[config.mk]
export PLATFORM = sky130hd
export DESIGN_NAME = ptp_queue
export DESIGN_NICKNAME = d
export VERILOG_FILES = /design/src/hdl/ptp_queue.sv
export VERILOG_INCLUDE_DIRS = /design/src /design/src/hdl
export SDC_FILE = /design/constraint.sdc
export NUM_CORES = 1
export LEC_CHECK = 0
export BUFFER_PORTS_ARGS = -buffer_cell sky130_fd_sc_hd__buf_4
export CAP_MARGIN = 20
export CORE_AREA = 3 3 75 77
export CTS_CLUSTER_DIAMETER = 50
export DETAILED_ROUTE_END_ITERATION = 12
export DIE_AREA = 0 0 78 80
export PLACE_DENSITY = 0.65
export SLEW_MARGIN = 20
export SYNTH_ARGS = -nofsm -noshare
export SYNTH_HDL_FRONTEND = slang
export SYNTH_SLANG_ARGS = --single-unit
[constraint.sdc]
create_clock -name clock -period 3.93 [get_ports clock]
set_input_delay 0.1965 -clock clock [delete_from_list [all_inputs] [get_ports clock]]
set_output_delay 0.1965 -clock clock [all_outputs]
set_load 0.1 [all_outputs]
[src/hdl/peak_to_peak_level_meter_core_assert.svh]
// Assertion macros shared by the level meter RTL.
`ifndef PEAK_TO_PEAK_LEVEL_METER_CORE_ASSERT_SVH
`define PEAK_TO_PEAK_LEVEL_METER_CORE_ASSERT_SVH
`ifndef SYNTHESIS
`define PTP_ASSERT_IMP(lbl, clk, rst, ante, cons) \
   lbl: assert property (@(posedge clk) disable iff (rst) (ante) |-> (cons)) \
      else $error("same-cycle check failed");
`define PTP_ASSERT_NXT(lbl, clk, rst, ante, cons) \
   lbl: assert property (@(posedge clk) disable iff (rst) (ante) |=> (cons)) \
      else $error("next-cycle check failed");
`else
`define PTP_ASSERT_IMP(lbl, clk, rst, ante, cons)
`define PTP_ASSERT_NXT(lbl, clk, rst, ante, cons)
`endif
`endif

[src/hdl/ptp_queue.sv]
// Small FIFO of finished window amplitudes between front and back.
`include "peak_to_peak_level_meter_core_assert.svh"
module ptp_queue #(
   parameter int WIDTH = 12,
   parameter int DEPTH = 4   // power of two
) (
   input  logic             clock,
   input  logic             reset,
   input  logic             push_valid,
   input  logic [WIDTH-1:0] push_data,
   output logic             push_ready,
   output logic             pop_valid,
   output logic [WIDTH-1:0] pop_data,
   input  logic             pop_ready
);
   localparam int PTR_W = (DEPTH > 1) ? $clog2(DEPTH) : 1;
   localparam int CNT_W = $clog2(DEPTH + 1);

   logic [WIDTH-1:0] mem_ff [DEPTH];
   logic [PTR_W-1:0] wr_ptr_ff, rd_ptr_ff;
   logic [CNT_W-1:0] count_ff;
   logic             push, pop;

   assign push_ready = (count_ff != CNT_W'(DEPTH));
   assign pop_valid  = (count_ff != '0);
   assign pop_data   = mem_ff[rd_ptr_ff];
   assign push       = push_valid && push_ready;
   assign pop        = pop_valid && pop_ready;

   always_ff @(posedge clock) begin
      if (reset) begin
         wr_ptr_ff <= '0;
         rd_ptr_ff <= '0;
         count_ff  <= '0;
      end else begin
         if (push) wr_ptr_ff <= wr_ptr_ff + PTR_W'(1);
         if (pop)  rd_ptr_ff <= rd_ptr_ff + PTR_W'(1);
         if (push && !pop)      count_ff <= count_ff + CNT_W'(1);
         else if (pop && !push) count_ff <= count_ff - CNT_W'(1);
      end
   end

   always_ff @(posedge clock) begin
      if (push) mem_ff[wr_ptr_ff] <= push_data;
   end

   `PTP_ASSERT_IMP(a_queue_bound, clock, reset, 1'b1, count_ff <= CNT_W'(DEPTH))
endmodule

==> results of run 1 <==
==> sequential cells by signal, summed over array words and instances, names as in the netlist, named ones only <==
signal / count
wr_ptr_ff: 2
mem_ff: 48
rd_ptr_ff: 2
count_ff: 3
==> worst max path at each step <==
stage / start / endpoint / slack, ns / cells past startpoint
2_1_floorplan: count_ff[0] / count_ff[2] / 1.94 / 8
3_3_place_gp: count_ff[0] / count_ff[2] / 1.90 / 8
3_5_place_dp: count_ff[0] / count_ff[2] / 1.73 / 8
4_1_cts: flip-flop / pop_data[8] / 1.60 / 2
5_1_grt: flip-flop / pop_data[8] / 1.52 / 2
6_report: flip-flop / pop_data[8] / 1.67 / 2
==> per-layer routing <==
layer  GRT usage (%)  vias up  part of all wire (%)
li1                -      508                     -
met1            13.6      555                    40
met2            21.8       26                    52
met3            4.18       10                   5.1
met4            8.92        0                   3.1
met5               0        -                     0
==> cells by family after synthesis <==
logic type	count (synthesis)	share of synthesized area [%]
adders and majority gates	6	3.72
muxes	15	14.1
buffers and inverters	6	1.41
and+or+nand+nor	17	3.94
AOI/OAI and AO/OA	5	2.25
DFF	57	73.0
xor gates and xnor gates	4	1.58
==> stage by stage <==
step	hold slack, ns	instance area (µm²)	utilization (%)	std cells	setup WS (ns)
5_1_grt	0.0602	2760	54.4	222	1.52
4_1_cts	0.0524	2760	54.4	222	1.60
2_1_floorplan	0.295	2220	-	110	1.94
3_5_place_dp	0.401	2510	49.4	206	1.73
3_3_place_gp	0.395	2510	49.4	206	1.90
6_report	0.0688	2760	54.4	222	1.67
==> cells in the mapped netlist <==
cell       n
a21boi_4   1
a21oi_1    1
and2_1     4
buf_2      1
buf_6      1
clkbuf_1   1
dfxtp_1    9
edfxtp_1  48
fa_1       1
ha_1       5
inv_1      3
mux2_4     1
mux2i_1    2
mux4_1     2
mux4_2    10
nand2_1    1
nand2b_1   2
nor2_1     7
nor2_2     1
o21ai_0    1
o311ai_1   1
o31ai_2    1
or3_1      1
or3_2      1
xor2_1     4
==> cells in the final DEF, fill, tap and decap left out <==
cell type,netlist,routed
and2_1,4,4
buf_4,0,29
or3_2,1,1
o21ai_0,1,1
clkinv_2,0,1
clkbuf_8,0,9
mux2i_1,2,2
bufinv_16,0,4
nor2_2,1,1
fa_1,1,1
a21oi_1,1,1
mux4_2,10,10
mux2_4,1,1
nand2_1,1,1
edfxtp_1,48,48
mux4_1,2,2
xor2_1,4,4
nand2b_1,2,2
o31ai_2,1,1
or3_1,1,1
o311ai_1,1,1
clkinv_1,0,2
dfxtp_1,9,9
ha_1,5,5
a21boi_4,1,1
inv_1,3,3
nor2_1,7,7
==> worst max-delay path, stage by stage (launching register included) <==
cell     delay (ns)
dfxtp_1        0.83
mux4_1         0.65
buf_4          0.25
==> area by class of cell <==
cell class / count / area [µm²] / share of cell area (%)
sequential: 57 / 1620 / 58.7
inverter: 3 / 11.3 / 0.408
multi-input combinational: 47 / 568 / 20.6
clock buffer: 9 / 124 / 4.48
timing repair buffer: 29 / 218 / 7.88
tap: 70 / 87.6 / 3.17
clock inverter: 7 / 133 / 4.80
==> flow_metrics.env, run 1 <==
export IMPL_grt_max_degree=13
export IMPL_synth_seq_cells=57
export IMPL_num_io_pins=30
export IMPL_ant_nets=0
export IMPL_max_cap_viol_count=0
export IMPL_rsz0062_at_grt="no"
export IMPL_min_path_type="primary input to flip-flop"
export IMPL_ys_seq_area_share_pct=73.0
export IMPL_hold_start="push_data[4]"
export IMPL_cp_end_kind="output port"
export IMPL_gp_congestion=0.647
export IMPL_fp_dieArea_um2=6240
export IMPL_fin_crit_ns=2.26
export IMPL_grt_pass1_vias=1195
export IMPL_antenna_found_initial=0
export IMPL_worstHoldEndpoint="mem_ff[2][4]"
export IMPL_drv_slew=0
export IMPL_drt_wl_total_mm=3.60
export IMPL_vias_per_cell=4.95
export IMPL_reg2reg_depth=8
export IMPL_hold_depth=1
export IMPL_ys_top_cells_by_area="edfxtp_1 (65%), mux4_2 (10%), dfxtp_1 (8.1%)"
export IMPL_reg2reg_from="count_ff[0]"
export IMPL_cts_root_buf="clkbuf_8"
export IMPL_area_growth_pct=24.4
export IMPL_hold_buffers=0
export IMPL_start_kind="flip-flop"
export IMPL_insertion_delay_ns=0.32
export IMPL_cts_resized=0
export IMPL_wl_per_cell_um=16.2
export IMPL_htreeDepth=3
export IMPL_cp_max_fo=12
export IMPL_relSlewSlack_pct=47.3
export IMPL_final_nets=169
export IMPL_path_clk_slew_ns=0.06
export IMPL_yosys_warnings=0
export IMPL_cp_required_ns=3.73
export IMPL_drc=0
export IMPL_vias=1099
export IMPL_core_area_um2=5070
export IMPL_syn_inst=110
export IMPL_start_util_pct=43.8
export IMPL_post_cts_setup_buffer_count=0
export IMPL_synth_top_area_cell="edfxtp_1"
export IMPL_syn_area_per_cell_um2=20.2
export IMPL_rr_endpoint="count_ff[2]"
export IMPL_detail_route_first_pass_iterations=4
export IMPL_yosys_cell_types_count=25
export IMPL_port_buffer_count=29
export IMPL_synth_top_area_share_pct=64.9
export IMPL_clk_path_buf_depth=2
export IMPL_r2r_setup_slack_ns=1.74
export IMPL_die_h_um=80
export IMPL_netlist_area_um2=2220
export IMPL_drtIter0Drc=64
export IMPL_hold_viol_final=0
export IMPL_outcome="finished, final reports clean"
export IMPL_fp_row_count=26
export IMPL_die_w_um=78
export IMPL_period_share_pct=57.4
export IMPL_finalSetupViolCount=0
export IMPL_fin_setup_tns_ns=0
export IMPL_fillCellCount=421
export IMPL_overflow=0
export IMPL_fmax_ghz=0.443
export IMPL_cts_tree="done"
export IMPL_path_class="flip-flop to output port"
export IMPL_final_layout_size_suffix_gt1_share_pct=38.2
export IMPL_cts_buffers=9
export IMPL_synth_nets=132
export IMPL_grt_pass1_wl_mm=5.73
export IMPL_tightest_slew_ns=0.789
export IMPL_skew_ns=0.00477
export IMPL_insertedDiodeCount=0
export IMPL_arrival_ns=2.06
export IMPL_hpwlAfterDp_mm=2.38
export IMPL_cts_sinks=57
export IMPL_grt_util_all_layers_pct=12.9
Power of run 1 is not shown: default switching activity piles up to over one toggle a cycle in this logic, so the estimate is an artifact.
==> inputs of run 2 (changes only) <==
==> constraint.sdc (replaced) <==
create_clock -name clock -period 2.1 [get_ports clock]
set_input_delay 0.105 -clock clock [delete_from_list [all_inputs] [get_ports clock]]
set_output_delay 0.105 -clock clock [all_outputs]
set_load 0.1 [all_outputs]
==> run 2 against run 1 <==
Net effect:
- clock skew up 0.0044 ns
- global-route usage rose by 0.90 points
- flip-flop and latch count did not move
- first-iteration DRC count down 6.3%
- final cell count rose by 8.6%
- non-clock buffer count grew 19
- wire length up 5.9%
- critical path type is now flip-flop to flip-flop
==> flow_metrics.env, run 2 (synthesis results as in run 1) <==
export IMPL_outcome="finished, final reports clean"
export IMPL_port_buffer_count=29
export IMPL_min_path_type="primary input to flip-flop"
export IMPL_hpwlAfterDp_mm=2.52
export IMPL_largest_reg_flops=48
export IMPL_reg2reg_depth=7
export IMPL_use_met2_pct=23.5
export IMPL_fmax_ghz=0.497
export IMPL_path_class="flip-flop to flip-flop"
export IMPL_start_util_pct=43.8
export IMPL_drc=0
export IMPL_vias_per_cell=4.81
export IMPL_antenna_found_initial=0
export IMPL_cp_required_ns=2.35
export IMPL_grt_util_all_layers_pct=13.8
export IMPL_relSlewSlack_pct=58.5
export IMPL_max_cap_viol_count=0
export IMPL_cellLeakagePower_nw=1.05
export IMPL_drt_wl_total_mm=3.82
export IMPL_place_area_um2=2590
export IMPL_insertedDiodeCount=0
export IMPL_reg_top3="mem_ff x48, count_ff x3"
export IMPL_hold_start="reset"
export IMPL_hold_viol_final=0
export IMPL_drtIter0Drc=60
export IMPL_slowest_delay_ns=0.38
export IMPL_hold_depth=2
export IMPL_power_mw=4.20
export IMPL_die_w_um=78
export IMPL_skew_ns=0.00918
export IMPL_final_cell_mix="edfxtp_1 (48), buf_4 (33), dlygate4sd3_1 (12)"
export IMPL_cts_tree="done"
export IMPL_cts_sinks=57
export IMPL_cp_cell_sequence="o31ai_4 -> ha_2 -> inv_1 -> fa_1 -> xor2_1 -> or3_1 -> a21oi_1"
export IMPL_arrival_ns=2.26
export IMPL_worstHoldEndpoint="count_ff[2]"
export IMPL_rsz0062_at_grt="no"
export IMPL_vias=1160
export IMPL_num_io_pins=30
export IMPL_gr_usage_met3_pct=5.98
export IMPL_power_density_nw_per_um2=1440
export IMPL_core_area_um2=5070
export IMPL_fp_row_count=26
export IMPL_final_nets=188
export IMPL_grt_met1_usage_pct=14.9
export IMPL_reg2reg_from="count_ff[1]"
export IMPL_cp_end_kind="flip-flop"
export IMPL_clk_path_buf_depth=2
export IMPL_path_clk_slew_ns=0.06
export IMPL_wl_per_cell_um=15.8
export IMPL_insertion_delay_ns=0.32
export IMPL_period_share_pct=95.7
export IMPL_utilization_pct=57.5
export IMPL_ant_nets=0
export IMPL_area_growth_pct=31.4
export IMPL_fin_crit_ns=2.01
export IMPL_cts_buffers=9
export IMPL_die_h_um=80
export IMPL_rr_endpoint="count_ff[2]"
export IMPL_drv_slew=0
export IMPL_final_area_um2=2920
export IMPL_grt_max_degree=13
export IMPL_overflow=0
export IMPL_detail_route_first_pass_iterations=4
export IMPL_finalSetupViolCount=0
export IMPL_htreeDepth=3
export IMPL_grt_pass1_vias=1258
export IMPL_grt_pass1_wl_mm=6.16
export IMPL_final_layout_size_suffix_gt1_share_pct=41.5
export IMPL_slowest_stage="dfxtp_4"
export IMPL_start_kind="flip-flop"
export IMPL_gp_congestion=0.664
export IMPL_ir_drop_mv=1.01
export IMPL_top_register="mem_ff"
export IMPL_final_common_cell="edfxtp_1"
export IMPL_tightest_slew_ns=0.621
export IMPL_grt_busiest_layer="met2"
export IMPL_fp_dieArea_um2=6240
export IMPL_cp_max_fo=6
export IMPL_r2r_setup_slack_ns=0.09
export IMPL_cts_root_buf="clkbuf_8"
run 2: layer usage:
layer	wire length (µm)	part of all wire, %
met5	0	0
met4	82	2.1
met2	2010	53
met3	179	4.7
met1	1550	41
run 2: area by class of cell:
| class | count | area (µm²) |
|---|---|---|
| Fill cell | 413 | 2160 |
| Sequential cell | 57 | 1630 |
| Multi-Input combinational cell | 47 | 579 |
| Timing Repair Buffer | 48 | 428 |
| Clock buffer | 11 | 151 |
| Tap cell | 70 | 87.6 |
| Clock inverter | 5 | 30.0 |
| Inverter | 3 | 11.3 |
run 2: repair_timing:
| item | 4_1_cts | 5_1_grt |
|---|---|---|
| setup endpoints to repair | 1 | 1 |
| hold endpoints to repair | 48 | 0 |
| hold buffers | 12 | 0 |
| setup buffers | 0 | 1 |
| gates resized for setup | 2 | 5 |
| pin swaps | 0 | 1 |
run 2: critical path, delay by kind of cell (launching register included):
kind	cells	cell delay (ns)
buffers and inverters	1	0.05
flip-flops	1	0.38
adder cells (fa/ha/maj)	2	0.60
AND/OR/NAND/NOR	1	0.31
XOR/XNOR	1	0.16
AO/OA/AOI/OAI	2	0.43
run 2: power breakdown:
group	switching, mW	internal [mW]	leakage, nW
registers	0.114	1.39	0.516
logic	1.28	0.528	0.448
clock network	0.402	0.485	0.0911
total	1.79	2.41	1.05
run 2: per-stage QoR:
stage | std cells | TNS [ns] | setup WS [ns] | hold WS, ns
after floorplan | 110 | 0 | 0.110 | 0.204
after global placement | 212 | 0 | 0.149 | 0.304
after detailed placement | 212 | -0.0190 | -0.0190 | 0.309
after CTS | 240 | 0 | 0.0230 | 0.00378
after global routing | 241 | 0 | 0.00419 | 0.0196
final | 241 | 0 | 0.0897 | 0.0174
run 2: worst max path at each step:
stage	from	to	slack, ns	cells past startpoint
after global routing	count_ff[1]	count_ff[2]	0.004	7
after detailed placement	count_ff[1]	count_ff[2]	-0.02	8
after global placement	count_ff[1]	count_ff[2]	0.15	7
after floorplan	count_ff[0]	count_ff[2]	0.11	8
after CTS	count_ff[1]	count_ff[2]	0.02	7
final	count_ff[1]	count_ff[2]	0.09	7
Note: power is estimated with default switching activity, not from simulation.
==> inputs of run 3 (changes only) <==
==> constraint.sdc (replaced) <==
create_clock -name clock -period 2.1 [get_ports clock]
set_input_delay 0.21 -clock clock [delete_from_list [all_inputs] [get_ports clock]]
set_output_delay 0.21 -clock clock [all_outputs]
set_load 0.1 [all_outputs]
==> run 3 against run 2 <==
Net effect:
- clock-buffer cell count decreased by 1
- via count decreased by 2.1%
- sequential share of layout area increased by 3.0 points
- clock skew decreased by 0.0012 ns
- combinational power about the same
- wire length increased by 2.0%
- flip-flop and latch count unchanged
- final cell count decreased by 4.1%
- critical path type unchanged
- critical endpoint unchanged
- highest routed layer unchanged
==> flow_metrics.env, run 3 (synthesis results as in run 1) <==
export IMPL_power_density_nw_per_um2=1480
export IMPL_fmax_ghz=0.492
export IMPL_vias=1136
export IMPL_cellLeakagePower_nw=1.01
export IMPL_grt_pass1_wl_mm=6.24
export IMPL_final_nets=179
export IMPL_antenna_found_initial=0
export IMPL_path_clk_slew_ns=0.06
export IMPL_detail_route_first_pass_iterations=2
export IMPL_arrival_ns=2.29
export IMPL_ant_nets=0
export IMPL_drv_slew=0
export IMPL_path_class="flip-flop to flip-flop"
export IMPL_start_util_pct=43.8
export IMPL_fin_crit_ns=2.03
export IMPL_die_w_um=78
export IMPL_min_path_type="primary input to flip-flop"
export IMPL_core_area_um2=5070
export IMPL_port_buffer_count=29
export IMPL_gp_congestion=0.657
export IMPL_reg_top3="mem_ff x48, count_ff x3"
export IMPL_cp_end_kind="flip-flop"
export IMPL_drtIter0Drc=67
export IMPL_period_share_pct=96.7
export IMPL_outcome="finished, final reports clean"
export IMPL_drt_wl_total_mm=3.89
export IMPL_fin_setup_tns_ns=0
export IMPL_cts_buffers=9
export IMPL_hold_viol_final=0
export IMPL_relSlewSlack_pct=72.7
export IMPL_wl_per_cell_um=16.9
export IMPL_skew_ns=0.00795
export IMPL_power_mw=4.10
export IMPL_fin_hold_ws_ns=0.0854
export IMPL_r2r_setup_slack_ns=0.07
export IMPL_htreeDepth=3
export IMPL_die_h_um=80
export IMPL_cp_required_ns=2.36
export IMPL_max_cap_viol_count=0
export IMPL_place_area_um2=2590
export IMPL_fp_dieArea_um2=6240
export IMPL_cts_root_buf="clkbuf_8"
export IMPL_top_register="mem_ff"
export IMPL_cts_tree="done"
export IMPL_vias_per_cell=4.92
export IMPL_finalSetupViolCount=0
export IMPL_final_area_um2=2770
export IMPL_final_cell_mix="edfxtp_1 (48), buf_4 (38), mux4_2 (10)"
export IMPL_ir_drop_mv=1.00
export IMPL_final_common_cell="edfxtp_1"
export IMPL_hpwlAfterDp_mm=2.67
export IMPL_clk_path_buf_depth=2
export IMPL_tightest_slew_ns=0.403
export IMPL_insertion_delay_ns=0.32
export IMPL_drc=0
export IMPL_start_kind="flip-flop"
export IMPL_overflow=0
export IMPL_grt_max_degree=13
export IMPL_cp_max_fo=6
export IMPL_cts_sinks=57
export IMPL_largest_reg_flops=48
export IMPL_fp_row_count=26
export IMPL_insertedDiodeCount=0
export IMPL_num_io_pins=30
export IMPL_final_layout_size_suffix_gt1_share_pct=44.7
export IMPL_grt_util_all_layers_pct=14.1
export IMPL_area_growth_pct=24.7
export IMPL_grt_pass1_vias=1294
==> run 3: cell count changes in the layout (fill, tap and decap cells not counted), sizes merged <==
cell and change:
buf +3, clkbuf -1, clkinv +2, clkinvlp -2, dlygate4sd3 -12
==> run 3: cell type report <==
cell class,instances,area (µm²)
repair buffers,39,305
inverters,3,11.3
flip-flops and latches,57,1630
well taps,70,87.6
clock buffers,10,128
multi-input cells,47,583
fillers,423,2310
clock inverters,5,23.8
==> run 3: through the flow <==
stage	instances	worst slack (ns)	utilization [%]
after floorplan	110	0.110	-
after global placement	215	0.152	51.0
after detailed placement	215	0.00587	51.0
after CTS	230	0.000975	54.1
after global routing	231	-0.00305	54.6
final	231	0.0685	54.6
==> run 3: power by group <==
part	total, mW	internal (mW)	leakage, nW	switching [mW]
logic	1.83	0.517	0.409	1.31
clock network	0.792	0.408	0.0831	0.384
registers	1.48	1.40	0.516	0.0882
==> run 3: what timing repair did <==
action / CTS / global route
hold buffers: 0 / 0
pin swaps: 0 / 1
setup buffers: 0 / 1
gates resized for setup: 2 / 6
endpoints found under the setup margin: 1 / 1
endpoints found under the hold margin: 0 / 0
==> run 3: per-layer routing <==
metal | wire length (µm) | track usage, %
met3 | 225 | 6.32
met1 | 1490 | 14.6
met2 | 2130 | 24.0
met4 | 45 | 7.17
met5 | 0 | 0
==> run 3: path summary, 6_finish.rpt <==
| check | startpoint | end | depth (start not counted) |
|---|---|---|---|
| worst max-delay path | count_ff[1] | count_ff[2] | 7 |
| worst min-delay path | push_data[0] | mem_ff[3][0] | 1 |
| worst max register to register | count_ff[1] | count_ff[2] | 7 |
| worst min register to register | wr_ptr_ff[1] | wr_ptr_ff[1] | 2 |
==> run 3: worst max-delay path: stages (launching register included) <==
cell	delay [ns]
dfxtp_4	0.37
o31ai_4	0.30
ha_2	0.23
inv_1	0.05
fa_1	0.37
xor2_1	0.17
or3_1	0.33
a21oi_2	0.14
