## config.mk

```make
export PLATFORM = sky130hd
export DESIGN_NAME = ptp_front_flat
export DESIGN_NICKNAME = d
export VERILOG_FILES = /design/src/hdl/ptp_pkg.sv /design/src/hdl/ptp_req_if.sv /design/src/hdl/ptp_front.sv /design/src/flat_wrapper.sv
export VERILOG_INCLUDE_DIRS = /design/src /design/src/hdl
export SDC_FILE = /design/constraint.sdc
export NUM_CORES = 1
export LEC_CHECK = 0
export BUFFER_PORTS_ARGS = -buffer_cell sky130_fd_sc_hd__clkbuf_2
export CAP_MARGIN = 20
export CORE_MARGIN = 8
export CORE_UTILIZATION = 47
export DETAILED_ROUTE_END_ITERATION = 7
export GPL_TIMING_DRIVEN = 0
export PLACE_DENSITY = 0.76
export SLEW_MARGIN = 30
export SYNTH_ARGS = -nofsm -noshare
export SYNTH_HDL_FRONTEND = slang
export SYNTH_SLANG_ARGS = --single-unit
```

## constraint.sdc

```tcl
create_clock -name clock -period 6 [get_ports clock]
set_input_delay 1.2 -clock clock [delete_from_list [all_inputs] [get_ports clock]]
set_output_delay 1.2 -clock clock [all_outputs]
set_load 0.05 [all_outputs]
```

## src/hdl/peak_to_peak_level_meter_core_assert.svh

```systemverilog
// Assertion macros shared by the level meter RTL.
`ifndef PEAK_TO_PEAK_LEVEL_METER_CORE_ASSERT_SVH
`define PEAK_TO_PEAK_LEVEL_METER_CORE_ASSERT_SVH
`ifndef SYNTHESIS
`define PTP_ASSERT_IMP(lbl, clk, rst, ante, cons) \
   lbl: assert property (@(posedge clk) disable iff (rst) (ante) |-> (cons)) \
      else $error("same-cycle check failed");
`define PTP_ASSERT_NXT(lbl, clk, rst, ante, cons) \
   lbl: assert property (@(posedge clk) disable iff (rst) (ante) |=> (cons)) \
      else $error("next-cycle check failed");
`else
`define PTP_ASSERT_IMP(lbl, clk, rst, ante, cons)
`define PTP_ASSERT_NXT(lbl, clk, rst, ante, cons)
`endif
`endif

```

## src/hdl/ptp_pkg.sv

```systemverilog
// Types and constants of the peak-to-peak level meter.
package ptp_pkg;
   // configuration register map
   localparam int CSR_DATA_W = 16;
   typedef logic [0:0] csr_index_type;
   localparam csr_index_type CSR_WINDOW_LENGTH = 1'd0;
   localparam csr_index_type CSR_LEVEL_OFFSET  = 1'd1;

   localparam int WINDOW_LENGTH_W = 12;
   localparam logic [WINDOW_LENGTH_W-1:0] WINDOW_LENGTH_RESET = 12'd2000;
   localparam int OFFSET_W = 16;
   localparam int LEVEL_W  = 16;

   // log2 datapath: operand up to 16 bits, Q1.15 mantissa, 16 fraction bits
   localparam int LOG_W  = 16;
   localparam int EXP_W  = 4;
   localparam int FRAC_W = 16;
   localparam int L_W    = EXP_W + FRAC_W;

   // 20*log10(2) and -20*log10(3.3/4095), both Q.16
   localparam int DBO_W = 19;
   localparam logic [DBO_W-1:0] DB_PER_OCTAVE_Q16 = 19'd394566;
   localparam int D_W = L_W + DBO_W - 16;
   localparam logic [D_W-1:0] FULL_SCALE_DB_Q16 = 23'd4055027;
   localparam int T_W = 27;

   localparam int QUEUE_DEPTH = 4;
endpackage

```

## src/hdl/ptp_req_if.sv

```systemverilog
// Sample channel: valid, ready and one ADC sample per beat.
interface ptp_req_if #(parameter int SAMPLE_BITS = 12) ();
   logic                   valid;
   logic                   ready;
   logic [SAMPLE_BITS-1:0] sample;
   modport source (output valid, output sample, input ready);
   modport sink (input valid, input sample, output ready);
endinterface

```

## src/hdl/ptp_front.sv

```systemverilog
// Window tracker: running max/min and sample count, pushes amplitude at window end.
`include "peak_to_peak_level_meter_core_assert.svh"
module ptp_front #(
   parameter int SAMPLE_BITS = 12,
   parameter int MAX_WINDOW  = 2048
) (
   input  logic                                 clock,
   input  logic                                 reset,
   ptp_req_if.sink                              req_if,
   input  logic [ptp_pkg::WINDOW_LENGTH_W-1:0]  window_length,
   output logic                                 push_valid,
   output logic [SAMPLE_BITS-1:0]               push_amp,
   input  logic                                 push_ready
);
   localparam int SEEN_W = $clog2(MAX_WINDOW);
   localparam int WL_W   = ptp_pkg::WINDOW_LENGTH_W;
   localparam int CMP_W  = ((SEEN_W + 1) > WL_W ? (SEEN_W + 1) : WL_W) + 1;

   logic [SAMPLE_BITS-1:0] max_ff, min_ff, max_in, min_in;
   logic [SEEN_W-1:0]      seen_ff;
   logic [CMP_W-1:0]       len_raw, eff_len;
   logic                   accept, close;

   assign req_if.ready = push_ready;
   assign accept       = req_if.valid && req_if.ready;

   // zero length acts as one, long windows clip to the maximum
   always_comb begin
      len_raw = CMP_W'(window_length);
      priority if (len_raw == '0)                  eff_len = CMP_W'(1);
      else if (len_raw > CMP_W'(MAX_WINDOW))       eff_len = CMP_W'(MAX_WINDOW);
      else                                         eff_len = len_raw;
   end

   assign max_in = (req_if.sample > max_ff) ? req_if.sample : max_ff;
   assign min_in = (req_if.sample < min_ff) ? req_if.sample : min_ff;
   assign close  = (CMP_W'(seen_ff) + CMP_W'(1)) >= eff_len;

   assign push_valid = accept && close;
   assign push_amp   = max_in - min_in;

   always_ff @(posedge clock) begin
      if (reset) begin
         max_ff  <= '0;
         min_ff  <= '1;
         seen_ff <= '0;
      end else if (accept) begin
         if (close) begin
            max_ff  <= '0;
            min_ff  <= '1;
            seen_ff <= '0;
         end else begin
            max_ff  <= max_in;
            min_ff  <= min_in;
            seen_ff <= seen_ff + SEEN_W'(1);
         end
      end
   end

   `PTP_ASSERT_NXT(a_window_restart, clock, reset, push_valid, seen_ff == '0 && max_ff == '0)
endmodule

```

## src/flat_wrapper.sv

```systemverilog
// flat-port wrapper written by rule: the top's interface ports become plain ports
module ptp_front_flat 
#(
   parameter int SAMPLE_BITS = 12,
   parameter int MAX_WINDOW  = 2048
)
  (clock, reset, window_length, push_valid, push_amp, push_ready, req_if_valid, req_if_sample, req_if_ready);
  ptp_req_if #(.SAMPLE_BITS(SAMPLE_BITS)) req_if_i ();
  input  logic clock;
  input  logic reset;
  input  logic [ptp_pkg::WINDOW_LENGTH_W-1:0] window_length;
  output logic push_valid;
  output logic [SAMPLE_BITS-1:0] push_amp;
  input  logic push_ready;
  input wire logic [$bits(req_if_i.valid)-1:0] req_if_valid;
  input wire logic [$bits(req_if_i.sample)-1:0] req_if_sample;
  output wire logic [$bits(req_if_i.ready)-1:0] req_if_ready;
  assign req_if_i.valid = req_if_valid;
  assign req_if_i.sample = req_if_sample;
  assign req_if_ready = req_if_i.ready;
  ptp_front #(.SAMPLE_BITS(SAMPLE_BITS), .MAX_WINDOW(MAX_WINDOW)) u_core (.clock(clock), .reset(reset), .req_if(req_if_i), .window_length(window_length), .push_valid(push_valid), .push_amp(push_amp), .push_ready(push_ready));
endmodule
```

==> results.toml, run 1 <==
[critical_path]
crit_buf_inv = 5
end_kind = "output port"
path_cells = "clkbuf_16, ha_4, nor2b_4, o211ai_1, a211o_1, a31oi_4, buf_8, mux2i_4, ha_2, inv_2, fa_2, nand2b_4, nor4_2, a41o_1, a31oi_4, a221oi_2, o211ai_1, buf_4, xor2_4, buf_8"
cp_slowest_cell = "fa_2"
rr_startpoint = "u_core.seen_ff[0]"
worstPathArrival_ps = 4920
setup.worst_path.start = "req_if_sample[1]"
crit_end = "push_amp[8]"
cp_data_required_time_ps = 4800
r2r_end = "u_core.min_ff[3]"
worstSetupPathDepth = 20
cp_max_fo = 4
startpoint_type = "primary input"
r2r_cells = 13
crit_type = "primary input to output port"
crit_family = "compound AO/OA/AOI/OAI gates"
r2r_slack_ps = 2260
max_stage_delay_ps = 360

[placement]
io_buffers = 41
place_ws_ps = -1000
routabilityCongestion = 0.917
dp_cells = 591
dp_hpwl_mm = 7.66
place_area_mm2 = 0.00404

[drt]
routed_wl_mm = 11.2
drc = 0
wl_per_cell_um = 17.7
vias = 3808
viasPerCell = 6.04
firstDrtPassIters = 5
drt-initial-drc-count = 218
drtAntennaViolNets = 0

[pwr]
power_mw = 1.13
cellLeakagePower_nw = 2.07
p_per_area_mw_per_mm2 = 237
ir_drop_v = 0.000101

[clocking]
ctsRootBufferMaster = "clkbuf_8"
clock-sinks = 35
cts_buffer_depth = 2
cts.clk_slew.worst_paths_ps = 80
hold_buffers = 0
cts_made_buffers = 5
cts_tree = "built"
htree_levels = 2
worstSkewPairLatency_ps = 300

[yosys]
synthTopCellsByCount = "nand2_1 (55), ha_1 (43), dfxtp_1 (35)"
syn_area_mm2 = 0.00357
yosys_most_used_dff = "dfxtp_1"
syn_inst = 451
ys_top_cells_by_area = "dfxtp_1 (20%), ha_1 (15%), nand2_1 (5.8%), xnor2_1 (4.2%), xor2_1 (3.7%)"
ys_warn_count = 0
synthArstFlopShare_pct = 0
ys_types = 70
ys_seq_elements = 35
yosys.area.top_type = "dfxtp_1"
syn_avg_cell_area_um2 = 7.92
syn_nets = 523
yosysMostFrequentCell = "nand2_1"
synth_top_area_share_pct = 19.6
synth-edff-count = 0
yosysSeqAreaShare_pct = 19.6

[timing]
finalHoldViolations = 0
max_freq_ghz = 0.163
fin_crit_sh_pct = 102
setup_ws_ps = -121
timing.hold.ws_ps = 464
drv_slew = 0
rsz0062_at_grt = "yes"
finClkSkew_ps = 6.67
slew_headroom_pct = 51.0
finalSetupTns_ps = -284
setup_viol = 3
period_needed_ps = 6120
max_slew.worst_pin.slew_ps = 714

[global_routing]
grt_usage_pct = 20.9
grt_pass1_wl_mm = 17.7
first_global_vias = 3747
antenna_found_initial = 0
grt_max_degree = 14
overflow = 0

[floorplanning]
chipWidth_um = 103
dieArea_mm2 = 0.0106
fp.dieH_um = 103
io_pins = 42
initial_core_util_pct = 49.0
rows = 31
coreArea_mm2 = 0.00729

[final_layout]
n_fill_cell = 619
drive_gt1_share_pct = 29.6
syn_to_final_growth_pct = 33.7
final_cell_area_mm2 = 0.00478
final_core_util_pct = 65.5
antenna_cells = 0
nNetsFinal = 602
instances_no_fill = 630

[run]
drv_cap = 0

[worst_hold_path]
min_path_type = "flop to flop"

[run_status]
violations = "setup timing"
status = "complete, but fails checks"
## state kept, by name (all words and copies together), names as in the netlist
name            cells
u_core.max_ff      12
u_core.seen_ff     11
u_core.min_ff      12
## worst reg2reg max path, delay by kind of cell (launching register included)
| kind | cells | cell delay, ps |
|---|---|---|
| simple gates | 5 | 900 |
| compound gates | 4 | 1040 |
| fa+ha+maj | 2 | 530 |
| buf+inv | 1 | 480 |
| xor+xnor | 1 | 220 |
| flops | 1 | 410 |
## timing repair
action                     4_1_cts  5_1_grt
gates resized for setup         51       32
pin swaps                       26       32
setup buffers                   26        8
setup endpoints to repair        9        8
## per-layer routing
metal	up-vias	GRT usage (%)	wire, um
li1	1819	-	-
met1	1811	24.3	4610
met2	143	36.0	5410
met3	35	3.21	706
met4	0	11.3	436
met5	-	0	0
## cell type report
cell class | count | area, um^2 | area share, %
Timing Repair Buffer | 75 | 592 | 12.4
Tap cell | 99 | 124 | 2.59
Buffer | 18 | 104 | 2.17
Clock inverter | 3 | 23.8 | 0.498
Inverter | 33 | 124 | 2.59
Sequential cell | 35 | 701 | 14.7
Multi-Input combinational cell | 362 | 3040 | 63.7
Clock buffer | 5 | 68.8 | 1.44
## placed cells by master, fill, tap and decap left out, types with 4 or more instances in the layout
cell type	count
nand4_1	8
buf_8	9
ha_2	5
xor2_1	13
o211ai_1	7
ha_1	24
a2111oi_2	4
a21o_1	6
nand3_1	11
and3_1	5
o21ai_0	15
buf_4	33
clkbuf_8	7
o2111ai_1	14
o21ai_1	4
a31oi_1	5
ha_4	14
a21oi_1	22
nor2_1	30
xnor2_1	15
clkbuf_2	29
and2_1	4
inv_1	29
nand2_1	55
nor3_1	16
dfxtp_1	35
clkbuf_1	12
## cell families after synthesis
group / count (synthesis) / synth area share (%)
AND/OR/NAND/NOR: 150 / 20.1
AO/OA/AOI/OAI: 128 / 27.8
buffers and inverters: 54 / 6.30
adder cells (fa/ha/maj): 44 / 15.6
flip-flops: 35 / 19.6
XOR/XNOR: 33 / 8.30
multiplexers: 7 / 2.21
## worst min path at each step
stage / from / depth (start not counted) / slack (ps) / to
floorplan: u_core.max_ff[1] / 2 / 430 / u_core.max_ff[1]
global placement: u_core.max_ff[4] / 2 / 440 / u_core.max_ff[4]
detailed placement: u_core.max_ff[4] / 2 / 450 / u_core.max_ff[4]
CTS: u_core.max_ff[4] / 2 / 460 / u_core.max_ff[4]
global route: u_core.max_ff[1] / 2 / 490 / u_core.max_ff[1]
finish: u_core.max_ff[4] / 2 / 460 / u_core.max_ff[4]
## power by group
part	internal [mW]	total [mW]	switching, mW
logic	0.280	0.695	0.415
clock network	0.0831	0.185	0.102
registers	0.244	0.254	0.00983
Note: power is estimated with default switching activity, not from simulation.
==> inputs of run 2 (changes only) <==
Settings changed: ABC_AREA set to 1.
==> run 2 against run 1 <==
The flow now finishes without violations. Worst hold slack worse by 0.66 ps. Count of clock-buffer cells in the layout unchanged. Design area down 19%. Synthesized area is 2.9% lower. Synthesized cell count grew 20%. Routed wire length decreased by 28%. Utilization fell by 12 points. Total power is 13% lower. Critical path type unchanged. Largest power group unchanged.
==> results.toml, run 2 <==
[run_status]
status = "finished, final reports clean"

[drt]
drc = 0
routed_wl_mm = 8.09
vias = 3424
firstDrtPassIters = 5
wl_per_cell_um = 11.8
viasPerCell = 4.98
drt-initial-drc-count = 109
drtAntennaViolNets = 0

[clocking]
ctsRootBufferMaster = "clkbuf_8"
htree_levels = 2
worstSkewPairLatency_ps = 290
cts_made_buffers = 5
cts_tree = "built"
post_cts_resized = 0
cts.clk_slew.worst_paths_ps = 80
cts_buffer_depth = 2
hold_buffers = 0
clock-sinks = 35
post_cts_buffers = 0

[final_layout]
nNetsFinal = 660
largestRegisters = "u_core.max_ff x12, u_core.min_ff x12, u_core.seen_ff x11"
n_fill_cell = 730
antenna_cells = 0
mostFrequentLayoutCells = "nand2_1 (166), inv_1 (77), ha_1 (43)"
seq_area_um2 = 701
final_common_cell = "nand2_1"
drive_gt1_share_pct = 16.1
syn_to_final_growth_pct = 12.2
multiInputGateArea_mm2 = 0.00237

[critical_path]
cp_max_fo = 10
cp_data_required_time_ps = 4800
r2r_slack_ps = 2730
cp_slowest_cell = "fa_1"
crit_family = "adder cells"
end_kind = "output port"
startpoint_type = "primary input"
worstPathArrival_ps = 4370
path_cells = "clkbuf_2, ha_1, a21oi_1, o21ai_1, nor2_4, nand2_4, buf_6, buf_2, o21ai_0, ha_1, inv_1, fa_1, nand3_1, nand2_1, nand3_1, nand2_2, nand2_1, nand3_1, nand2_1, clkbuf_2"
max_stage_delay_ps = 400
crit_type = "primary input to output port"
crit_buf_inv = 5

[timing]
drv_slew = 0
max_freq_ghz = 0.180
setup_viol = 0
fin_crit_sh_pct = 92.8
finClkSkew_ps = 8.04
max_slew.worst_pin.slew_ps = 577
finalSetupTns_ps = 0
timing.hold.ws_ps = 464
period_needed_ps = 5570
rsz0062_at_grt = "no"
slew_headroom_pct = 61.5
finalHoldViolations = 0

[yosys]
syn_avg_cell_area_um2 = 6.42
synthTopCellsByCount = "nand2_1 (166), inv_1 (77), ha_1 (43)"
yosys.area.top_type = "dfxtp_1"
synthArstFlopShare_pct = 0
ys_top_cells_by_area = "dfxtp_1 (20%), nand2_1 (18%), ha_1 (16%), inv_1 (8.3%), a21oi_1 (4.2%)"
yosysSeqAreaShare_pct = 20.2
yosys_most_used_dff = "dfxtp_1"
syn_area_mm2 = 0.00347
ys_seq_elements = 35
syn_nets = 612
ys_types = 42
ys_warn_count = 0
synth_top_area_share_pct = 20.2
syn_inst = 540
synth-edff-count = 0
yosysMostFrequentCell = "nand2_1"

[global_routing]
grt_usage_pct = 16.1
first_global_vias = 3186
overflow = 0
grt_pass1_wl_mm = 13.6
antenna_found_initial = 0
grt_max_degree = 14

[pwr]
power_mw = 0.982
p_per_area_mw_per_mm2 = 252
ir_drop_v = 0.0000805
cellLeakagePower_nw = 2.12

[floorplanning]
dieArea_mm2 = 0.0104
initial_core_util_pct = 48.1
fp.dieH_um = 102
rows = 31
io_pins = 42
chipWidth_um = 102
coreArea_mm2 = 0.00721

[worst_hold_path]
min_path_type = "flop to flop"

[run]
drv_cap = 0

[placement]
io_buffers = 41
routabilityCongestion = 0.854
dp_hpwl_mm = 6.83
## run 2: changes by cell type in the layout (fill, tap and decap cells not counted), sizes merged, moves of 12 or more
| cell | previous run | this run |
|---|---|---|
| inv | 33 | 84 |
| buf | 47 | 6 |
| o2111ai | 14 | 0 |
| nand2 | 55 | 185 |
| xnor2 | 18 | 4 |
| nand3 | 11 | 30 |
| nor3 | 18 | 6 |
## run 2: final timing paths
check / start / to / cells past startpoint
worst min register to register: u_core.max_ff[6] / u_core.max_ff[6] / 2
worst max register to register: u_core.seen_ff[0] / u_core.min_ff[1] / 19
worst max-delay path: req_if_sample[11] / push_amp[8] / 20
worst min-delay path: u_core.max_ff[6] / u_core.max_ff[6] / 2
## run 2: worst reg2reg max path, stage by stage (launching register included)
cell      delay [ps]
dfxtp_1          400
ha_1             210
nand3_1          110
nor2_1           130
nand3_1          120
nor2_1           140
nand2_1           90
nor2_1           120
xor2_1           150
inv_1             70
ha_1             300
nand2_1           60
inv_1             30
o21ai_0          130
nand3b_1         120
nand2_1           70
inv_1             80
nor2_4           170
clkbuf_1         460
o211ai_1         170
## run 2: report_power, final
group | total (mW) | internal (mW) | switching, mW
combinational | 0.545 | 0.163 | 0.382
sequential | 0.258 | 0.248 | 0.00998
clock | 0.179 | 0.0830 | 0.0963
## run 2: routing by layer
| metal | vias up | routed length [um] | global-route usage (%) |
|---|---|---|---|
| li1 | 1826 | - | - |
| met1 | 1497 | 3580 | 18.7 |
| met2 | 88 | 3830 | 28.9 |
| met3 | 13 | 535 | 2.86 |
| met4 | 0 | 137 | 5.53 |
| met5 | - | 0 | 0 |
## run 2: final cells by class
class	instances	area share, %
multi-input combinational	407	60.9
sequential	35	18.0
inverter	85	8.20
timing repair buffer	41	5.28
tap	99	3.18
buffer	13	2.06
clock buffer	5	1.77
clock inverter	3	0.611
## run 2: metrics by stage
| step | instances | setup slack, ps | instance area [um^2] | utilization, % |
|---|---|---|---|---|
| 2_1_floorplan | 540 | 569 | 3470 | - |
| 3_3_place_gp | 680 | 447 | 3800 | 52.6 |
| 3_5_place_dp | 680 | 419 | 3800 | 52.6 |
| 4_1_cts | 688 | 414 | 3890 | 53.9 |
| 5_1_grt | 688 | 126 | 3890 | 53.9 |
| 6_report | 688 | 430 | 3890 | 53.9 |
## run 2: cells by family (layout without fill, tap and decap cells)
kind of cell	count (synthesis)	count (layout)	share of synthesized area [%]
AO/OA/AOI/OAI	74	74	12.6
XOR/XNOR	13	13	3.28
adder cells (fa/ha/maj)	44	44	16.1
buffers and inverters	98	147	11.5
flip-flops	35	35	20.2
AND/OR/NAND/NOR	276	276	36.3
==> inputs of run 3 (changes only) <==
Settings changed: CORE_UTILIZATION 47 to 50, PLACE_DENSITY 0.76 to 0.8.
==> run 3 against run 2 <==
Utilization grew 3.7 points. Critical path depth rose by 1. Count of clock-buffer cells in the layout rose by 1. Sequential share of layout area barely moved. Combinational power is essentially flat. Largest power group unchanged.
==> results.toml, run 3 (synthesis results as in run 2) <==
[critical_path]
crit_type = "primary input to output port"
setup.worst_path.start = "req_if_sample[7]"
max_stage_delay_ps = 350
crit_top_cell = "nand2_1"
rr_startpoint = "u_core.seen_ff[0]"
r2r_cells = 19
r2r_end = "u_core.min_ff[2]"
r2r_slack_ps = 2700
cp_data_required_time_ps = 4800
end_kind = "output port"
cp_max_fo = 10
worstPathArrival_ps = 4370
startpoint_type = "primary input"
cp_slowest_cell = "a21oi_1"
path_cells = "clkbuf_2, ha_1, nand4_1, nor3_2, nand2_2, nand2_4, buf_12, buf_2, nor2_1, a21oi_1, ha_1, inv_1, nor2_1, o21ai_2, nand2_2, nand3b_1, nand2_1, nand2_1, nand3_1, nand2_1, clkbuf_2"

[floorplanning]
coreArea_mm2 = 0.00676
initial_core_util_pct = 51.3
io_pins = 42
rows = 30
fp.dieH_um = 99.3
dieArea_mm2 = 0.00986
chipWidth_um = 99.3

[pwr]
p_per_area_mw_per_mm2 = 265
cellLeakagePower_nw = 2.14
ir_drop_v = 0.000120

[global_routing]
grt_max_degree = 13
grt_usage_pct = 16.7
overflow = 0
grt_pass1_wl_mm = 13.7
first_global_vias = 3291
antenna_found_initial = 0

[clocking]
hold_buffers = 0
cts.clk_slew.worst_paths_ps = 80
cts_tree = "built"
post_cts_buffers = 0
htree_levels = 2
ctsRootBufferMaster = "clkbuf_8"
worstSkewPairLatency_ps = 300
post_cts_resized = 0
cts_buffer_depth = 2
clock-sinks = 35
cts_made_buffers = 5

[drt]
vias = 3399
drt-initial-drc-count = 133
wl_per_cell_um = 11.8
routed_wl_mm = 7.88
firstDrtPassIters = 4
drc = 0
drtAntennaViolNets = 0
viasPerCell = 5.08

[timing]
drv_slew = 0
period_needed_ps = 5570
rsz0062_at_grt = "no"
max_freq_ghz = 0.179
setup_viol = 0
finalSetupTns_ps = 0
max_slew.worst_pin.slew_ps = 593
fin_crit_sh_pct = 92.9
finalHoldViolations = 0
slew_headroom_pct = 60.5
finClkSkew_ps = 6.99

[final_layout]
nNetsFinal = 660
final_common_cell = "nand2_1"
largestRegisters = "u_core.max_ff x12, u_core.min_ff x12, u_core.seen_ff x11"
instances_no_fill = 669
drive_gt1_share_pct = 16.1
antenna_cells = 0
mostFrequentLayoutCells = "nand2_1 (166), inv_1 (77), ha_1 (43)"
syn_to_final_growth_pct = 12.3

[run_status]
status = "finished, final reports clean"

[run]
drv_cap = 0

[placement]
io_buffers = 41
routabilityCongestion = 0.886
dp_hpwl_mm = 6.59
dp_cells = 661

[worst_hold_path]
hold_start = "u_core.max_ff[6]"
min_to = "u_core.max_ff[6]"
min_path_type = "flop to flop"
hold_depth = 2
run 3: worst max path at each step:
stage / depth (start not counted) / to
2_1_floorplan: 18 / push_amp[6]
3_3_place_gp: 22 / push_amp[10]
3_5_place_dp: 22 / push_amp[10]
4_1_cts: 22 / push_amp[10]
5_1_grt: 21 / push_amp[9]
6_report: 21 / push_amp[9]
run 3: cell type report:
class | instances | area [um^2]
Tap cell | 80 | 100
Buffer | 13 | 80.1
Fill cell | 662 | 2860
Inverter | 85 | 319
Sequential cell | 35 | 701
Timing Repair Buffer | 41 | 205
Clock inverter | 2 | 38.8
Multi-Input combinational cell | 407 | 2370
Clock buffer | 6 | 82.6
run 3: worst max-delay path: cells and delay by family:
family / cells / cell delay, ps
and+or+nand+nor: 12 / 1230
buffers and inverters: 5 / 820
adders and majority gates: 2 / 640
AOI/OAI and AO/OA: 2 / 470
run 3: per-layer routing:
| layer | up-vias | global-route usage (%) | part of all wire [%] |
|---|---|---|---|
| met1 | 1491 | 19.1 | 47 |
| met5 | - | 0 | 0 |
| met3 | 11 | 2.72 | 4.2 |
| met4 | 0 | 6.87 | 1.6 |
| li1 | 1831 | - | - |
| met2 | 66 | 30.0 | 47 |
run 3: report_power, final:
part | switching, mW | internal [mW] | leakage (nW)
sequential | 0.0100 | 0.248 | 0.287
combinational | 0.381 | 0.163 | 1.79
clock | 0.0940 | 0.137 | 0.0618
run 3: per-stage QoR:
step / worst slack (ps) / power [mW] / util [%] / hold slack [ps] / cell area (um^2)
6_report: 427 / 1.03 / 57.6 / 463 / 3890
2_1_floorplan: 569 / 0.696 / - / 439 / 3470
4_1_cts: 404 / 1.04 / 57.6 / 466 / 3890
5_1_grt: 119 / 1.11 / 57.6 / 477 / 3890
3_3_place_gp: 480 / 0.797 / 55.9 / 449 / 3770
3_5_place_dp: 409 / 0.809 / 55.9 / 454 / 3770
